`src/lsni_pkg.sv`:
```
// ----------------------------------------------------------------------------
// lsni_pkg: shared types and constants for the line/sphere Newton solver
// Holds the sequencer state type, status codes, register indexes and
// saturation helper used by the datapath modules.
// ----------------------------------------------------------------------------
`default_nettype none
package lsni_pkg;

    localparam int ACC_W   = 64;   // accumulator / product width
    localparam int QUO_W   = 31;   // magnitude of the Newton step
    localparam int OP_LAST = 10;   // last slot of one evaluation pass
    localparam int HIT_LAST = 3;   // last slot of the final point pass
    localparam int SLOT_W  = 4;

    // solve status codes
    localparam logic [1:0] STATUS_CONV  = 2'd0;
    localparam logic [1:0] STATUS_LIMIT = 2'd1;
    localparam logic [1:0] STATUS_ZERO  = 2'd2;

    // configuration register indexes
    localparam logic [2:0] REG_PORE_X = 3'd0;
    localparam logic [2:0] REG_PORE_Y = 3'd1;
    localparam logic [2:0] REG_PORE_Z = 3'd2;
    localparam logic [2:0] REG_RADIUS = 3'd3;
    localparam logic [2:0] REG_GUESS  = 3'd4;
    localparam logic [2:0] REG_TOL    = 3'd5;

    typedef enum logic [2:0] {
        ST_IDLE,
        ST_EVAL,
        ST_CHK,
        ST_DIV,
        ST_STEP,
        ST_HIT,
        ST_OUT
    } state_t;

    typedef struct packed {
        logic             done;
        logic [QUO_W-1:0] quo;
    } div_res_t;

    // clamp a 64-bit signed value to 32 bits
    function automatic logic [31:0] sat32(input logic signed [63:0] x);
        logic [31:0] r;
        if (x > 64'sd2147483647) begin
            r = 32'h7FFF_FFFF;
        end else if (x < -64'sd2147483648) begin
            r = 32'h8000_0000;
        end else begin
            r = x[31:0];
        end
        return r;
    endfunction

endpackage
`default_nettype wire

```
`src/lsni_mul.sv`:
```
// ----------------------------------------------------------------------------
// lsni_mul: shared signed multiplier
// One 32x32 signed product per cycle, registered at the output.
// ----------------------------------------------------------------------------
`default_nettype none
module lsni_mul (
    input  wire logic                               aclk,
    input  wire logic signed [31:0]                 op_a,
    input  wire logic signed [31:0]                 op_b,
    output logic signed [lsni_pkg::ACC_W-1:0]       prod
);
    logic signed [lsni_pkg::ACC_W-1:0] prod_reg;

    always_ff @(posedge aclk) begin
        prod_reg <= op_a * op_b;
    end

    assign prod = prod_reg;
endmodule
`default_nettype wire

```
`config.mk`:
```
export PLATFORM = sky130hd
export DESIGN_NAME = lsni_mul
export DESIGN_NICKNAME = d
export VERILOG_FILES = /design/src/lsni_pkg.sv /design/src/lsni_mul.sv
export SDC_FILE = /design/constraint.sdc
export NUM_CORES = 2
export LEC_CHECK = 0
export ABC_AREA = 1
export BUFFER_PORTS_ARGS = -buffer_cell sky130_fd_sc_hd__clkbuf_2
export CAP_MARGIN = 10
export CORE_ASPECT_RATIO = 2
export CORE_MARGIN = 3
export CORE_UTILIZATION = 60
export DETAILED_ROUTE_END_ITERATION = 10
export PLACE_DENSITY_LB_ADDON = 0.08
export SETUP_SLACK_MARGIN = 0.15
export SKIP_CTS_REPAIR_TIMING = 1
export SYNTH_ARGS = -nofsm -noshare
export SYNTH_HDL_FRONTEND = slang
export SYNTH_SLANG_ARGS = --single-unit
```
`constraint.sdc`:
```
create_clock -name aclk -period 12.2 [get_ports aclk]
set_input_delay 0.61 -clock aclk [delete_from_list [all_inputs] [get_ports aclk]]
set_output_delay 0.61 -clock aclk [all_outputs]
set_load 0.005 [all_outputs]
```
==> results.json <==
{
  "antenna_found_initial": 1,
  "seq_area_frac_synth_pct": 3.19,
  "grt_pass1_vias": 35000,
  "syn_to_final_growth_pct": 3.71,
  "cts_htree_levels": 3,
  "vias_per_cell": 5.31,
  "track_usage_pct": 36.0,
  "cp.arrival_ps": 8470,
  "post-dp-hpwl_mm": 102,
  "clkSlewWorstSetupHoldPaths_ps": 70,
  "place_congestion": 1.03,
  "fillers": 6116,
  "worst_pin_slew_ps": 1150,
  "drc": 0,
  "cap_violations": 0,
  "layout-drive-gt1-share_pct": 4.94,
  "wirelength_mm": 121,
  "ant_nets": 0,
  "synthesis.area_um2": 40200,
  "period_minus_slack_ps": 8230,
  "syn-num-nets": 6455,
  "startpoint_type": "input pin",
  "hp-class": "in2reg",
  "slew_headroom_pct": 23.2,
  "slew_viol_final": 0,
  "vias": 31700,
  "final_nets": 6430,
  "numCtsBuffers": 9,
  "first_pass_iters": 6,
  "antenna_cells": 0,
  "die_w_um": 189,
  "cts_tree": "built",
  "initial_core_util_pct": 60.9,
  "die_area_um2": 70300,
  "rsz0062_at_grt": "no",
  "grt_pass1_wl_mm": 190,
  "yosysWarnings": 0,
  "grt_overflow": 0,
  "status": "finished clean",
  "ys_ff_latch": 64,
  "portBuffers": 128,
  "setup_viol": 0,
  "ios": 129,
  "critPathCaptureType": "flop",
  "worstSetupPathType": "in2reg",
  "tns_ps": 0,
  "hold_viol_final": 0,
  "cp.required_ps": 12440,
  "wire_per_inst_um": 20.2,
  "syn_inst": 5124,
  "cts_max_path_buffers": 2,
  "cts.sinks": 64,
  "max_freq_mhz": 121,
  "ff_latch_area_um2": 1280,
  "largest_register_ffs": 64,
  "drt-initial-drc-count": 1932,
  "cts_root_buf": "clkbuf_16",
  "grt_max_degree": 33,
  "core_um2": 66100,
  "multiInputGateArea_um2": 31800,
  "ys_types": 27,
  "rows": 133,
  "crit_fanout": 32,
  "avgSynthCellArea_um2": 7.85,
  "die_h_um": 372,
  "post-route-period-util_pct": 67.5
}
-- stage by stage --
stage / area (µm²) / cells / hold slack [ps] / utilization [%] / setup WS [ps]
floorplan: 40200 / 5124 / 708 / - / 4950
global placement: 41400 / 5965 / 982 / 62.7 / 3830
detailed placement: 41400 / 5965 / 980 / 62.7 / 3770
CTS: 41700 / 5980 / 781 / 63.1 / 4090
global route: 41700 / 5980 / 813 / 63.1 / 3620
finish: 41700 / 5980 / 783 / 63.1 / 3970
-- critical path, cell delays in order --
cell and delay, ps:
clkbuf_2 580, nand2_1 110, inv_1 100, fa_1 470
fa_1 490, fa_1 760, fa_1 1010, inv_1 450
fa_1 590, inv_1 50, fa_1 530, inv_1 50
fa_1 460, fa_1 510, inv_1 40, ha_1 410
a21oi_1 310, inv_1 80, nor2_1 170, o21ai_0 190
a21oi_1 230, nand3_1 100, nand2_1 70, nand2_1 40
-- worst paths after layout --
kind,startpoint,endpoint,slack [ps],depth (start not counted)
worst max-delay path,op_b[4],prod[52],3970,24
worst min-delay path,op_b[0],prod[0],780,4
-- cell families (layout without fill, tap and decap cells) --
kind of cell / count (synthesis) / in the layout / synth area share [%]
simple gates: 1773 / 1773 / 17.5
xor+xnor: 34 / 34 / 0.741
fa+ha+maj: 1266 / 1266 / 59.6
buf+inv: 1892 / 1871 / 17.7
compound gates: 95 / 95 / 1.26
flops: 64 / 64 / 3.19
-- layout make-up --
cell class / count / area share, %
Clock buffer: 10 / 0.549
Clock inverter: 5 / 0.0840
Inverter: 1700 / 15.3
Multi-Input combinational cell: 3168 / 76.3
Sequential cell: 64 / 3.07
Tap cell: 877 / 2.63
Timing Repair Buffer: 156 / 2.04
-- synthesized netlist by cell type --
master    instances  area [µm²]
o21a_1            1        7.51
clkbuf_1        192         721
xnor2_1           3        26.3
nand3b_1          6        45.0
nor3_1           11        55.1
nor3_2            5        50.1
ha_1            184        2300
a21o_1            2        15.0
nand2_2          21         131
o21ai_1           4        20.0
a21oi_2           1        8.76
inv_1          1692        6350
nand2_1        1504        5650
nor2_1           93         349
o21bai_1          8        60.1
a21oi_1          62         310
xor2_1           31         272
inv_2             8        30.0
or2_2             7        43.8
nand3_2           6        60.1
o21ai_0          17        85.1
fa_1           1082       21700
nor2_2           31         194
dfxtp_1          64        1280
nor2_4            3        33.8
nand4_1          13        81.3
nand3_1          73         365
-- cell usage in the layout, fill, tap and decap left out, types with 21 or more instances in the layout --
cell type	instances
nand3_1	73
a21oi_1	62
buf_4	28
clkbuf_2	128
xor2_1	31
inv_1	1692
nor2_1	93
ha_1	184
dfxtp_1	64
nand2_1	1504
nand2_2	21
fa_1	1082
nor2_2	31
-- metal layers --
metal,wire (µm),vias to the layer above,GRT usage (%)
li1,-,13900,-
met1,36500,16100,35.9
met2,66700,1260,68.5
met3,6290,544,4.11
met4,11000,2,25.0
met5,13,-,0
Power is left out: the tool's default activity adds up to more than one toggle a clock period on the data nets, which glitch-free logic cannot reach.
