==> src/lsni_pkg.sv <==
// ----------------------------------------------------------------------------
// lsni_pkg: shared types and constants for the line/sphere Newton solver
// Holds the sequencer state type, status codes, register indexes and
// saturation helper used by the datapath modules.
// ----------------------------------------------------------------------------
`default_nettype none
package lsni_pkg;

    localparam int ACC_W   = 64;   // accumulator / product width
    localparam int QUO_W   = 31;   // magnitude of the Newton step
    localparam int OP_LAST = 10;   // last slot of one evaluation pass
    localparam int HIT_LAST = 3;   // last slot of the final point pass
    localparam int SLOT_W  = 4;

    // solve status codes
    localparam logic [1:0] STATUS_CONV  = 2'd0;
    localparam logic [1:0] STATUS_LIMIT = 2'd1;
    localparam logic [1:0] STATUS_ZERO  = 2'd2;

    // configuration register indexes
    localparam logic [2:0] REG_PORE_X = 3'd0;
    localparam logic [2:0] REG_PORE_Y = 3'd1;
    localparam logic [2:0] REG_PORE_Z = 3'd2;
    localparam logic [2:0] REG_RADIUS = 3'd3;
    localparam logic [2:0] REG_GUESS  = 3'd4;
    localparam logic [2:0] REG_TOL    = 3'd5;

    typedef enum logic [2:0] {
        ST_IDLE,
        ST_EVAL,
        ST_CHK,
        ST_DIV,
        ST_STEP,
        ST_HIT,
        ST_OUT
    } state_t;

    typedef struct packed {
        logic             done;
        logic [QUO_W-1:0] quo;
    } div_res_t;

    // clamp a 64-bit signed value to 32 bits
    function automatic logic [31:0] sat32(input logic signed [63:0] x);
        logic [31:0] r;
        if (x > 64'sd2147483647) begin
            r = 32'h7FFF_FFFF;
        end else if (x < -64'sd2147483648) begin
            r = 32'h8000_0000;
        end else begin
            r = x[31:0];
        end
        return r;
    endfunction

endpackage
`default_nettype wire

==> src/lsni_div.sv <==
// ----------------------------------------------------------------------------
// lsni_div: serial fixed-point divider
// Computes min(floor(num * 2^F / den), 2^31-1) one quotient bit per cycle.
// ----------------------------------------------------------------------------
`default_nettype none
module lsni_div #(
    parameter int FRAC_BITS = 16
) (
    input  wire logic                           aclk,
    input  wire logic                           aresetn,
    input  wire logic                           start,
    input  wire logic [lsni_pkg::ACC_W-1:0]     num,
    input  wire logic [lsni_pkg::ACC_W-1:0]     den,
    output lsni_pkg::div_res_t                  res
);
    localparam int QW = lsni_pkg::QUO_W;
    localparam int AW = lsni_pkg::ACC_W;
    localparam int WW = AW + QW;
    localparam int SH = QW - FRAC_BITS;
    localparam int CW = $clog2(QW);

    logic          busy_reg, done_reg;
    logic [CW-1:0] cnt_reg;
    logic [AW-1:0] rem_reg, den_reg;
    logic [QW-1:0] q_reg;

    logic [WW-1:0] num_w, den_w, num_sh;
    logic          sat;
    logic [AW:0]   rem_sh;
    logic          qbit;

    // overflow test, initial split of the shifted numerator and the restoring compare
    always_comb begin
        num_w  = {{QW{1'b0}}, num};
        den_w  = {{QW{1'b0}}, den} << SH;
        num_sh = num_w << FRAC_BITS;
        sat    = (num_w >= den_w);
        rem_sh = {rem_reg, q_reg[QW-1]};
        qbit   = (rem_sh >= {1'b0, den_reg});
    end

    always_ff @(posedge aclk) begin
        if (!aresetn) begin
            busy_reg <= 1'b0;
            done_reg <= 1'b0;
            cnt_reg  <= '0;
        end else begin
            done_reg <= 1'b0;
            if (start) begin
                cnt_reg <= '0;
                if (sat) begin
                    busy_reg <= 1'b0;
                    done_reg <= 1'b1;
                end else begin
                    busy_reg <= 1'b1;
                end
            end else if (busy_reg) begin
                cnt_reg <= cnt_reg + 1'b1;
                if (cnt_reg == CW'(QW - 1)) begin
                    busy_reg <= 1'b0;
                    done_reg <= 1'b1;
                end
            end
        end
    end

    // restoring step; quotient bits shift in behind the numerator bits
    always_ff @(posedge aclk) begin
        if (start) begin
            den_reg <= den;
            rem_reg <= num >> SH;
            q_reg   <= sat ? {QW{1'b1}} : num_sh[QW-1:0];
        end else if (busy_reg) begin
            rem_reg <= qbit ? AW'(rem_sh - {1'b0, den_reg}) : rem_sh[AW-1:0];
            q_reg   <= {q_reg[QW-2:0], qbit};
        end
    end

    assign res.done = done_reg;
    assign res.quo  = q_reg;
endmodule
`default_nettype wire

==> config.mk <==
export PLATFORM = sky130hd
export DESIGN_NAME = lsni_div
export DESIGN_NICKNAME = d
export VERILOG_FILES = /design/src/lsni_pkg.sv /design/src/lsni_div.sv
export SDC_FILE = /design/constraint.sdc
export NUM_CORES = 1
export LEC_CHECK = 0
export ABC_AREA = 0
export BUFFER_PORTS_ARGS = -buffer_cell sky130_fd_sc_hd__clkbuf_2
export CAP_MARGIN = 20
export CORE_MARGIN = 4
export CORE_UTILIZATION = 40
export CTS_CLUSTER_DIAMETER = 80
export DETAILED_ROUTE_END_ITERATION = 6
export HOLD_SLACK_MARGIN = 0.1
export PLACE_DENSITY_LB_ADDON = 0.1
export SYNTH_ARGS = -nofsm -noshare
export SYNTH_HDL_FRONTEND = slang
export SYNTH_SLANG_ARGS = --single-unit
==> constraint.sdc <==
create_clock -name aclk -period 4.66 [get_ports aclk]
set_input_delay 0.466 -clock aclk [delete_from_list [all_inputs] [get_ports aclk]]
set_output_delay 0.466 -clock aclk [all_outputs]
set_load 0.02 [all_outputs]
==> results.txt, run 1 <==
The worst register-to-register path begins at rem_reg[13]. The TritonCTS buffer count came out at 17. The full die area came out at 33400 sq um. Yosys instantiated no cell more often than sky130_fd_sc_hd__nand2_1. The xor-xnor portion of the synthesized cell area came out at 3.58%.

The total power of the final layout came out at 5.03 mW. Static timing analysis puts the maximum clock frequency at around 260 MHz. The routed wirelength normalized by instance count is 18.5 um. The chip height is around 180 um.

By count the netlist is led by 150 x sky130_fd_sc_hd__nand2_1, 144 x sky130_fd_sc_hd__edfxtp_1, 140 x sky130_fd_sc_hd__inv_1, 135 x sky130_fd_sc_hd__nor2_1, 115 x sky130_fd_sc_hd__ha_1. The via density per instance is about 5.6. The pin count of the biggest net entering global routing came out at 91.

The number of synthesized register bits came out at roughly 170. STA classifies the critical path endpoint as a register. After detailed routing, the number of remaining DRC violations is 0.

In the synthesized netlist the dominant register cell turns out to be sky130_fd_sc_hd__edfxtp_1. The final wirelength came out at roughly 36000 um. The number of global-route vias before repair is 10407.

The post-synthesis share of cell area spent on and, or, nand and nor gates is roughly 17%. A synthesized cell averages 8.85 sq um. The global-route wire length before repair is roughly 56000 um. The run finished with clean final reports.

Of all cell types, the one taking the most synthesized area is sky130_fd_sc_hd__edfxtp_1. The endpoint identified for the worst register-to-register timing path is rem_reg[44]. The number of enable-type register cells in the synthesized netlist came out at around 140. The critical path starts at rem_reg[13]. The worst setup path is launched from a register.

The time the worst path needs with I/O delays and setup is 3.85 ns. The share of synthesized cell area in full adder, half adder and majority cells came out at between 10% and 20%. The mux cell area share after synthesis is 0.266%. The combined global-route utilization of all metal layers is 21.1%.

The final antenna-violating net count came out at 0. TritonCTS built the clock tree. The die width is about 180 um. The number of max-cap violations is 0. The net count after synthesis is 1629. The final-report max-slew violation count came out at 0. The cell area after technology mapping is 12200 sq um.

The maximum net fanout on the critical path is 16. The I/O pin total is 163. The core footprint came out at 29900 sq um.

After synthesis, the netlist uses between 70 and 80 different library cells. The number of antenna violations at the first check in global routing came out at 0. The maximum number of buffers from clock root to sink is 2. The net count of the finished layout is 1760. The cell count after synthesis came out at between 1000 and 1500.

Setup repair after global routing left no endpoint under its margin. The data arrival time of the worst path came out at between 4 and 5 ns. The violation count after the first detailed-route iteration is 795.

Summed over all cells, the static leakage comes to 6.31 nW. The actual transition at the worst max-transition pin is ~0.97 ns. In this run the power density over the cells is 359 nW/um^2.

The post-CTS clock slew at the launch and capture registers of the worst setup and hold paths is roughly 0.08 ns. The global route total overflow is 0. The required time of the critical path came out at 4.88 ns. Buffers inserted to repair hold after CTS numbered 0. The setup total negative slack is 0 ns. After synthesis, the share of flip-flops with an asynchronous set or reset is 0%. Following the worst setup path forward leads to its endpoint at rem_reg[44]. The dominant combinational cell family by area after synthesis is compound AO/OA/AOI/OAI gates. The weighted congestion at the end of routability-driven global placement came out at 0.878. For this run, the detailed router's first-pass iteration total came to 5. The clock latency of the later-clocked register in the worst-skew pair is 0.46 ns. In this run the worst hold path is classified as in -> reg. The compound-gate portion of the synthesized area came out at 21.6%. CTS built an H-tree with a depth of 4. The wire-length estimate of the detail-placed layout is 27100 um. The worst setup path is of the reg -> reg kind. The number of rows in the core area came out at 63. The antenna diode instance count came out at 0. The count of clock tree sinks came out at around 170. The final critical path takes up 82.7% of the cycle. The quantity of gates resized following cts is 0.

Across the VDD grid, the largest voltage drop is slightly below 0.0003 V. Yosys attributes the largest share of cell area to sky130_fd_sc_hd__edfxtp_1 35%, sky130_fd_sc_hd__ha_1 12%, sky130_fd_sc_hd__nand2_1 4.6%. The number of setup violations in the final report came out at 0. The proportion of layout cells with a drive suffix above 1 is roughly 15%.

The area overhead of the layout relative to synthesis is 14.5%. The setup slack of the most critical reg-to-reg path came out at 0.81 ns. Headroom to the max-slew limit came out at 35.3%.

The number of failing hold endpoints at the final stage is 0. The proportion of synthesized chip area in sequential cells is 38.9%. Port buffering added 162 buffers. The starting density of the core is 40.9%. The setup fix buffers added after clock tree synthesis is 0.

During synthesis, Yosys emitted a total of 0 warnings. The worst setup skew after layout came out at 0.0144 ns. The total via count after detailed routing came out at 10665. In this run the clock root is driven by a sky130_fd_sc_hd__clkbuf_16. The tightest hold path in the finished design has a slack of 0.196 ns. The fraction of post-synthesis cell area in the top cell type by area came out at 35.3%. The number of cells on the worst reg-to-reg path is 10.
## logic make-up after synthesis
| kind of cell | count (synthesis) |
|---|---|
| buffers and inverters | 203 |
| XOR/XNOR | 50 |
| AO/OA/AOI/OAI | 396 |
| multiplexers | 3 |
| AND/OR/NAND/NOR | 448 |
| flip-flops | 166 |
| adder cells (fa/ha/maj) | 116 |
## where the power goes
group / switching, mW / internal (mW) / total [mW]
Sequential: 0.0768 / 1.79 / 1.87
Combinational: 1.02 / 0.632 / 1.66
Clock: 0.673 / 0.835 / 1.51
## worst min-delay path by stage
stage	startpoint	to	depth (start not counted)
2_1_floorplan	rem_reg[51]	rem_reg[51]	2
3_3_place_gp	rem_reg[54]	rem_reg[54]	2
3_5_place_dp	rem_reg[51]	rem_reg[51]	2
4_1_cts	den[2]	den_reg[2]	1
5_1_grt	den[47]	den_reg[47]	1
6_report	den[2]	den_reg[2]	1
## layer usage
metal  track usage (%)  routed length (um)  up-vias
li1                  -                   -     5284
met1              32.0               17600     4996
met2              30.6               14500      362
met3              4.70                3040       23
met4              5.18                 382        0
met5                 0                   0        -
## metrics by stage
| step | cells | setup WS, ns | utilization, % | area (sq um) |
|---|---|---|---|---|
| after floorplan | 1382 | 1.18 | - | 12200 |
| after global placement | 1884 | 0.843 | 44.8 | 13400 |
| after detailed placement | 1884 | 0.806 | 44.8 | 13400 |
| after CTS | 1916 | 0.791 | 46.9 | 14000 |
| after global routing | 1916 | 0.513 | 46.9 | 14000 |
| final | 1916 | 0.808 | 46.9 | 14000 |
## final cells by class
class | count | area (sq um)
Fill cell | 2980 | 15900
Timing Repair Buffer | 175 | 948
Clock buffer | 19 | 453
Tap cell | 390 | 488
Inverter | 140 | 526
Sequential cell | 166 | 4760
Clock inverter | 13 | 158
Multi-Input combinational cell | 1013 | 6670
## worst max-delay path, cell delays in order (launching register included)
cell and delay, ns:
sky130_fd_sc_hd__edfxtp_1 0.40, sky130_fd_sc_hd__ha_1 0.48, sky130_fd_sc_hd__a21oi_1 0.11, sky130_fd_sc_hd__o21ai_0 0.40, sky130_fd_sc_hd__a211oi_1 0.16, sky130_fd_sc_hd__o21ai_0 0.43, sky130_fd_sc_hd__nor2_2 0.13, sky130_fd_sc_hd__o211ai_2 0.34
sky130_fd_sc_hd__nand2_2 0.36, sky130_fd_sc_hd__or4b_1 0.61, sky130_fd_sc_hd__and4_1 0.18
## placed cells by master (no fill, tap or decap), drive strengths merged, types with 22 or more instances in the layout
| master | netlist | layout |
|---|---|---|
| a31oi | 44 | 44 |
| nand3 | 26 | 26 |
| nor2 | 136 | 136 |
| nand4 | 32 | 32 |
| ha | 115 | 115 |
| dfxtp | 22 | 22 |
| a21o | 51 | 51 |
| nand2 | 151 | 151 |
| clkbuf | 35 | 180 |
| xnor2 | 31 | 31 |
| edfxtp | 144 | 144 |
| inv | 140 | 146 |
| a21oi | 109 | 109 |
| o21ai | 63 | 63 |
Power figures use the tool's default switching activity.
==> inputs of run 2 (changes only) <==
==> constraint.sdc (replaced) <==
create_clock -name aclk -period 3.8 [get_ports aclk]
set_input_delay 0.38 -clock aclk [delete_from_list [all_inputs] [get_ports aclk]]
set_output_delay 0.38 -clock aclk [all_outputs]
set_load 0.02 [all_outputs]
==> results.txt, run 2 (same netlist as run 1, synthesis figures left out) <==
Setup repair after global routing could not meet its margin everywhere. The flow ran to the end, and the final reports show no timing, DRC or antenna violations. The chip height is about 180 um. The number of antenna violations at the first check in global routing was 0.

The number of rows in the core area is between 60 and 70. Fill cells in the final layout number 2884. Of the available clock period, the critical path in the final layout requires 93.4%.

The final-report max-slew violation count is 0. The count of hold-fix buffers inserted at cts is 0. In this run switching power makes up 35.5% of total power. The die width came out at 183 um. The power density over the cells is 435 nW/um^2. The maximum number of buffers from clock root to sink came out at 2. The met3 wire length is around 2900 um.

The capturing point of the worst reg2reg path is rem_reg[6]. The number of search-and-repair iterations in the first detailed-routing pass is 6. In the final timing run, aggregate negative setup slack is 0 ns. The worst setup skew after layout is 0.0169 ns. At the worst endpoint, the required time is 4.08 ns. The relative contribution of combinational cells to total power came out at 33.9%.

The path with the worst hold slack has its endpoint at den_reg[19]. The detail route stage leaves a number of antenna-violating nets equal to 0. The tree is rooted in a sky130_fd_sc_hd__clkbuf_16. Global routing used 21.2% of the available tracks.

The global route total overflow came out at 0. The starting density of the core came out at about two fifths. The clock power share is 29.0%. The proportion of layout cells with a drive suffix above 1 is 16.5%. The number of levels in the clock H-tree came out at 4. In this run the power spent charging and discharging nets is 2.19 mW. The number of failing hold endpoints at the final stage is 0. The number of setup violations in the final report is 0. The count of unresolved DRC violations after routing came out at 0. The violation count after the first detailed-route iteration is between 600 and 700. The sequential fraction of design power is 37.1%. The routed wirelength normalized by instance count came out at 18.5 um. The top cell types in the final layout, fill and taps aside, are 161 x sky130_fd_sc_hd__clkbuf_2, 149 x sky130_fd_sc_hd__nand2_1, 144 x sky130_fd_sc_hd__edfxtp_1.

Clock latency on the worst-skew pair, taken at its later pin, is 0.45 ns. The total via count after detailed routing is between 10000 and 15000. The number of global-route vias before repair is 10709. The full die area came out at 33400 sq um. The count of clock tree sinks came out at 166.

The hold slack came out at 0.121 ns. The actual transition at the worst max-transition pin is 0.776 ns. In this run the critical register-to-register path is launched from rem_reg[13]. The worst-case vdd ir drop is 0.000353 V.

The time the worst path needs with I/O delays and setup is 3.55 ns. The maximum net fanout on the critical path is 14. The maximum clock frequency is 282 MHz.

The wire length on met1 came out at 17800 um. The detailed placer's ending HPWL is 27600 um. The library cell used most frequently in the layout, excluding fill and tap cells, is sky130_fd_sc_hd__clkbuf_2. The worst pin sits at a relative slew slack of 48.3%. The number of nets in the layout came out at 1783. The final wirelength came out at 35900 um. The worst setup path is launched from a register.

Summed over all cells, the static leakage comes to around 6.4 nW. The core region is 29900 sq um. The weighted congestion at the end of routability-driven global placement came out at just under 0.9. The highest metal layer carrying signal wires in the routed design is met4. The pin count of the biggest net entering global routing is ~100. The data arrival time of the worst path came out at ~3.8 ns.

The post-CTS clock slew at the launch and capture registers of the worst setup and hold paths came out at 0.08 ns. The number of max-cap violations came out at 0. The worst min-delay path category is in -> reg. The number of cells on the worst reg-to-reg path came out at 11. The routed wire length on met2 is between 10000 and 15000 um.

In this run the most critical hold path is launched from den[19]. The internal power of the cells came out at roughly 4.0 mW. The first global-routing pass estimated between 50000 and 60000 um of wire. STA classifies the critical path endpoint as a register. The antenna diode instance count came out at 0.

Relative to the synthesized area, the layout overhead comes to 16.0%. The critical path is of the reg -> reg type. The I/O pin total is 163. The via density per instance came out at about 5.6. Counting instances, the worst hold path has a depth of 1.

In this run the register-to-register setup slack is 0.25 ns. The TritonCTS clock tree is done. The count of input and output buffers came out at ~160. The TritonCTS buffer count came out at 17.
[run 2: per-layer routing]
metal	global-route usage, %	vias to the layer above
met3	4.54	33
met4	4.68	0
met1	32.1	5022
met5	0	-
li1	-	5322
met2	31.1	395
[run 2: stage by stage]
stage	utilization (%)	cells	cell area (sq um)	total power, mW	setup slack (ns)
final	47.5	1939	14200	6.18	0.250
after global routing	47.5	1939	14200	6.55	-0.0554
after CTS	47.4	1939	14200	6.21	0.138
after detailed placement	45.5	1907	13600	4.39	0.170
after global placement	45.5	1907	13600	4.40	0.244
after floorplan	-	1382	12200	3.76	0.406
[run 2: cell type report]
cell class	count	area, sq um	area share, %
Clock buffer	20	458	3.23
Clock inverter	12	133	0.935
Inverter	140	526	3.70
Multi-Input combinational cell	1013	6690	47.1
Sequential cell	166	4760	33.6
Tap cell	390	488	3.44
Timing Repair Buffer	198	1130	7.99
[run 2: what timing repair did]
item,4_1_cts,5_1_grt
resized for setup,0,5
setup buffers,0,0
setup endpoints to repair,0,35
[run 2: worst max-delay path: stages, from the launching register on]
cell and delay [ns]:
sky130_fd_sc_hd__edfxtp_1 0.41, sky130_fd_sc_hd__ha_1 0.48, sky130_fd_sc_hd__nand4_1 0.23, sky130_fd_sc_hd__nor3_1 0.32
sky130_fd_sc_hd__and3_1 0.25, sky130_fd_sc_hd__nand3_1 0.09, sky130_fd_sc_hd__o21ai_0 0.21, sky130_fd_sc_hd__o21bai_1 0.28
sky130_fd_sc_hd__nand2_2 0.29, sky130_fd_sc_hd__buf_12 0.24, sky130_fd_sc_hd__or3_1 0.40, sky130_fd_sc_hd__a31oi_1 0.18
[run 2: how the worst max path moves through the flow]
stage	start	to	slack [ns]	cells past startpoint
detailed placement	q_reg[30]	rem_reg[44]	0.17	13
finish	rem_reg[13]	rem_reg[6]	0.25	11
floorplan	start	q_reg[0]	0.41	5
CTS	q_reg[30]	rem_reg[44]	0.14	13
global placement	rem_reg[13]	rem_reg[6]	0.24	11
global route	rem_reg[13]	rem_reg[39]	-0.06	11
[run 2: power by group through the flow]
| stage | registers, mW | logic (mW) | clock network (mW) |
|---|---|---|---|
| 6_report | 2.29 | 2.09 | 1.79 |
| 5_1_grt | 2.31 | 2.33 | 1.91 |
| 4_1_cts | 2.29 | 2.08 | 1.84 |
| 3_5_place_dp | 2.33 | 2.07 | 0 |
| 3_3_place_gp | 2.33 | 2.07 | 0 |
| 2_1_floorplan | 2.35 | 1.41 | 0 |
==> inputs of run 3 (changes only) <==
--- a/config.mk
+++ b/config.mk
@@ -9,7 +9,7 @@
 export BUFFER_PORTS_ARGS = -buffer_cell sky130_fd_sc_hd__clkbuf_2
 export CAP_MARGIN = 20
 export CORE_MARGIN = 4
-export CORE_UTILIZATION = 40
+export CORE_UTILIZATION = 52
 export CTS_CLUSTER_DIAMETER = 80
 export DETAILED_ROUTE_END_ITERATION = 6
 export HOLD_SLACK_MARGIN = 0.1
==> results.txt, run 3 (same netlist as run 1, synthesis figures left out) <==
After detailed routing, the number of remaining DRC violations is 0. Registers are responsible for a little under two fifths of the overall power. The worst slack at placement came out at 0.151 ns.

The final-report max-slew violation count is 0. The multi-input gate area in the final layout came out at 6680 sq um. The count of input and output buffers is between 150 and 200. Setup repair after global routing left no endpoint under its margin. The number of levels in the clock H-tree is 4. Across the VDD grid, the largest voltage drop is 0.000254 V. At the worst endpoint, the required time is 4.00 ns. In this run the power spent charging and discharging nets is 2.27 mW. The max-slew headroom at the worst pin is 51.8%. The I/O pin total came out at about 160. The starting density of the core is roughly 53%. The TritonCTS clock tree is done. Clock-pin slew was measured on the worst setup and hold paths at 0.08 ns. The worst hold path belongs to the class in -> reg. The worst setup path is of the reg -> reg kind.

The number of max-cap violations came out at 0. The antenna diode instance count came out at 0. Of the cells placed in the final design, the portion with a size suffix greater than 1 is 15.8%. In the final design database the tool counted about 1800 nets.

The number of global-route vias before repair is between 10000 and 15000. Of the total power, the share spent switching nets is 36.8%. The time the worst path needs with I/O delays and setup is 3.57 ns. In the post-route analysis, the smallest setup slack over all paths is 0.229 ns.

STA classifies the critical path endpoint as a register. Internal power comes to 3.90 mW. The cell at the root of the clock tree is sky130_fd_sc_hd__clkbuf_16.

At the end of routability-driven placement, the weighted congestion stood at 0.946. The clock power share came out at 29.5%. The leading cell type in the layout, fill and taps excluded is sky130_fd_sc_hd__clkbuf_2.

The power density over the cells is ~440 nW/um^2. The via density per instance is 5.86. The combined global-route utilization of all metal layers came out at between 20% and 30%. The quantity of gates resized following cts came out at 0.

The number of failing hold endpoints at the final stage came out at 0. The relative contribution of combinational cells to total power is 33.4%. After floorplanning, the core was divided into 55 placement rows. Overall power consumption after layout is estimated at between 6 and 7 mW.

The final layout contains routed wiring with a total length of 33700 um. The total of fill cells in the finished design is slightly above 2000. Setup violations remaining at the end of the flow were counted as 0. The violation count after the first detailed-route iteration came out at 972. The first global-routing pass estimated 54900 um of wire. The setup fix buffers added after clock tree synthesis came out at 0. The TritonCTS buffer count is 17.

The count of clock tree sinks is between 150 and 200. Of all nets on the critical path, the largest fanout is 33. The global route total overflow came out at 0. The routed wirelength normalized by instance count came out at approximately 18 um. In this run, post-CTS hold repair placed 0 buffers.

The area overhead of the layout relative to synthesis is 14.8%. The detailed placer's ending HPWL came out at 25300 um. The library cells used most frequently in the layout, excluding fill and tap cells, are 161 x sky130_fd_sc_hd__clkbuf_2, 149 x sky130_fd_sc_hd__nand2_1, 144 x sky130_fd_sc_hd__edfxtp_1.

For the worst-skew pair, the clock arrives at the later sink with an insertion delay of 0.45 ns. The setup total negative slack is 0 ns. The floorplan step set the die height to ~160 um.

The actual transition at the worst max-transition pin came out at 0.722 ns. The pin count of the biggest net entering global routing came out at around 130. In this run the deepest clock path goes through 2 buffers. The final antenna-violating net count came out at 0. Based on the critical path, the design can be clocked at up to 280 MHz.

The worst setup skew after layout came out at 0.0152 ns. The number of search-and-repair iterations in the first detailed-routing pass is 7. The floorplan step defined a die boundary enclosing 26000 sq um. The share of the clock period used by the worst path came out at about 94%. The launching element type of the critical path is a register. The core footprint came out at 22900 sq um. The run finished with clean final reports. The area used by sequential logic in the layout came out at roughly 4800 sq um. The static leakage is about 6.4 nW. The die width came out at between 150 and 200 um.

The total via count after detailed routing came out at 10833. The data arrival time of the worst path is between 3 and 4 ns. The number of antenna violations at the first check in global routing came out at 0. Final hold analysis gives a worst-case slack of between 0.1 and 0.15 ns.
-- run 3: cell type report --
| class | count | share of cell area (%) |
|---|---|---|
| clock buffers | 17 | 3.03 |
| clock inverters | 15 | 1.38 |
| inverters | 140 | 3.74 |
| multi-input cells | 1013 | 47.6 |
| flip-flops and latches | 166 | 33.9 |
| well taps | 313 | 2.79 |
| repair buffers | 184 | 7.50 |
-- run 3: final timing paths --
| path | from | endpoint | slack, ns | cells after the start |
|---|---|---|---|---|
| min reg2reg | rem_reg[60] | rem_reg[60] | 0.51 | 2 |
| max | rem_reg[6] | rem_reg[44] | 0.23 | 12 |
| min | den[11] | den_reg[11] | 0.12 | 1 |
| max reg2reg | rem_reg[6] | rem_reg[44] | 0.23 | 12 |
-- run 3: stage by stage --
step / instance area (sq um) / cells / utilization [%]
after floorplan: 12200 / 1382 / -
after global placement: 13400 / 1816 / 58.5
after detailed placement: 13400 / 1816 / 58.5
after CTS: 14000 / 1848 / 61.2
after global routing: 14000 / 1848 / 61.3
final: 14000 / 1848 / 61.3
-- run 3: worst max-delay path, cell delays in order, from the launching register on --
cell and delay (ns):
sky130_fd_sc_hd__edfxtp_1 0.46, sky130_fd_sc_hd__ha_1 0.41, sky130_fd_sc_hd__and3_1 0.24, sky130_fd_sc_hd__and2_4 0.18, sky130_fd_sc_hd__and3_4 0.18, sky130_fd_sc_hd__a221oi_4 0.36
sky130_fd_sc_hd__a211oi_4 0.12, sky130_fd_sc_hd__nor2_2 0.16, sky130_fd_sc_hd__o211ai_2 0.18, sky130_fd_sc_hd__and2_2 0.30, sky130_fd_sc_hd__buf_12 0.19, sky130_fd_sc_hd__or3_1 0.31
sky130_fd_sc_hd__and4_1 0.20
-- run 3: power by group through the flow --
stage | sequential [mW] | combinational (mW) | clock [mW]
final | 2.29 | 2.06 | 1.82
after global routing | 2.31 | 2.30 | 1.93
after CTS | 2.29 | 2.04 | 1.84
after detailed placement | 2.33 | 2.03 | 0
after global placement | 2.32 | 2.01 | 0
after floorplan | 2.35 | 1.41 | 0
-- run 3: layer usage --
| metal | global-route usage [%] | wire length, um |
|---|---|---|
| met2 | 38.0 | 14200 |
| met1 | 38.0 | 15900 |
| met4 | 7.68 | 864 |
| met3 | 6.12 | 2690 |
| met5 | 0 | 0 |
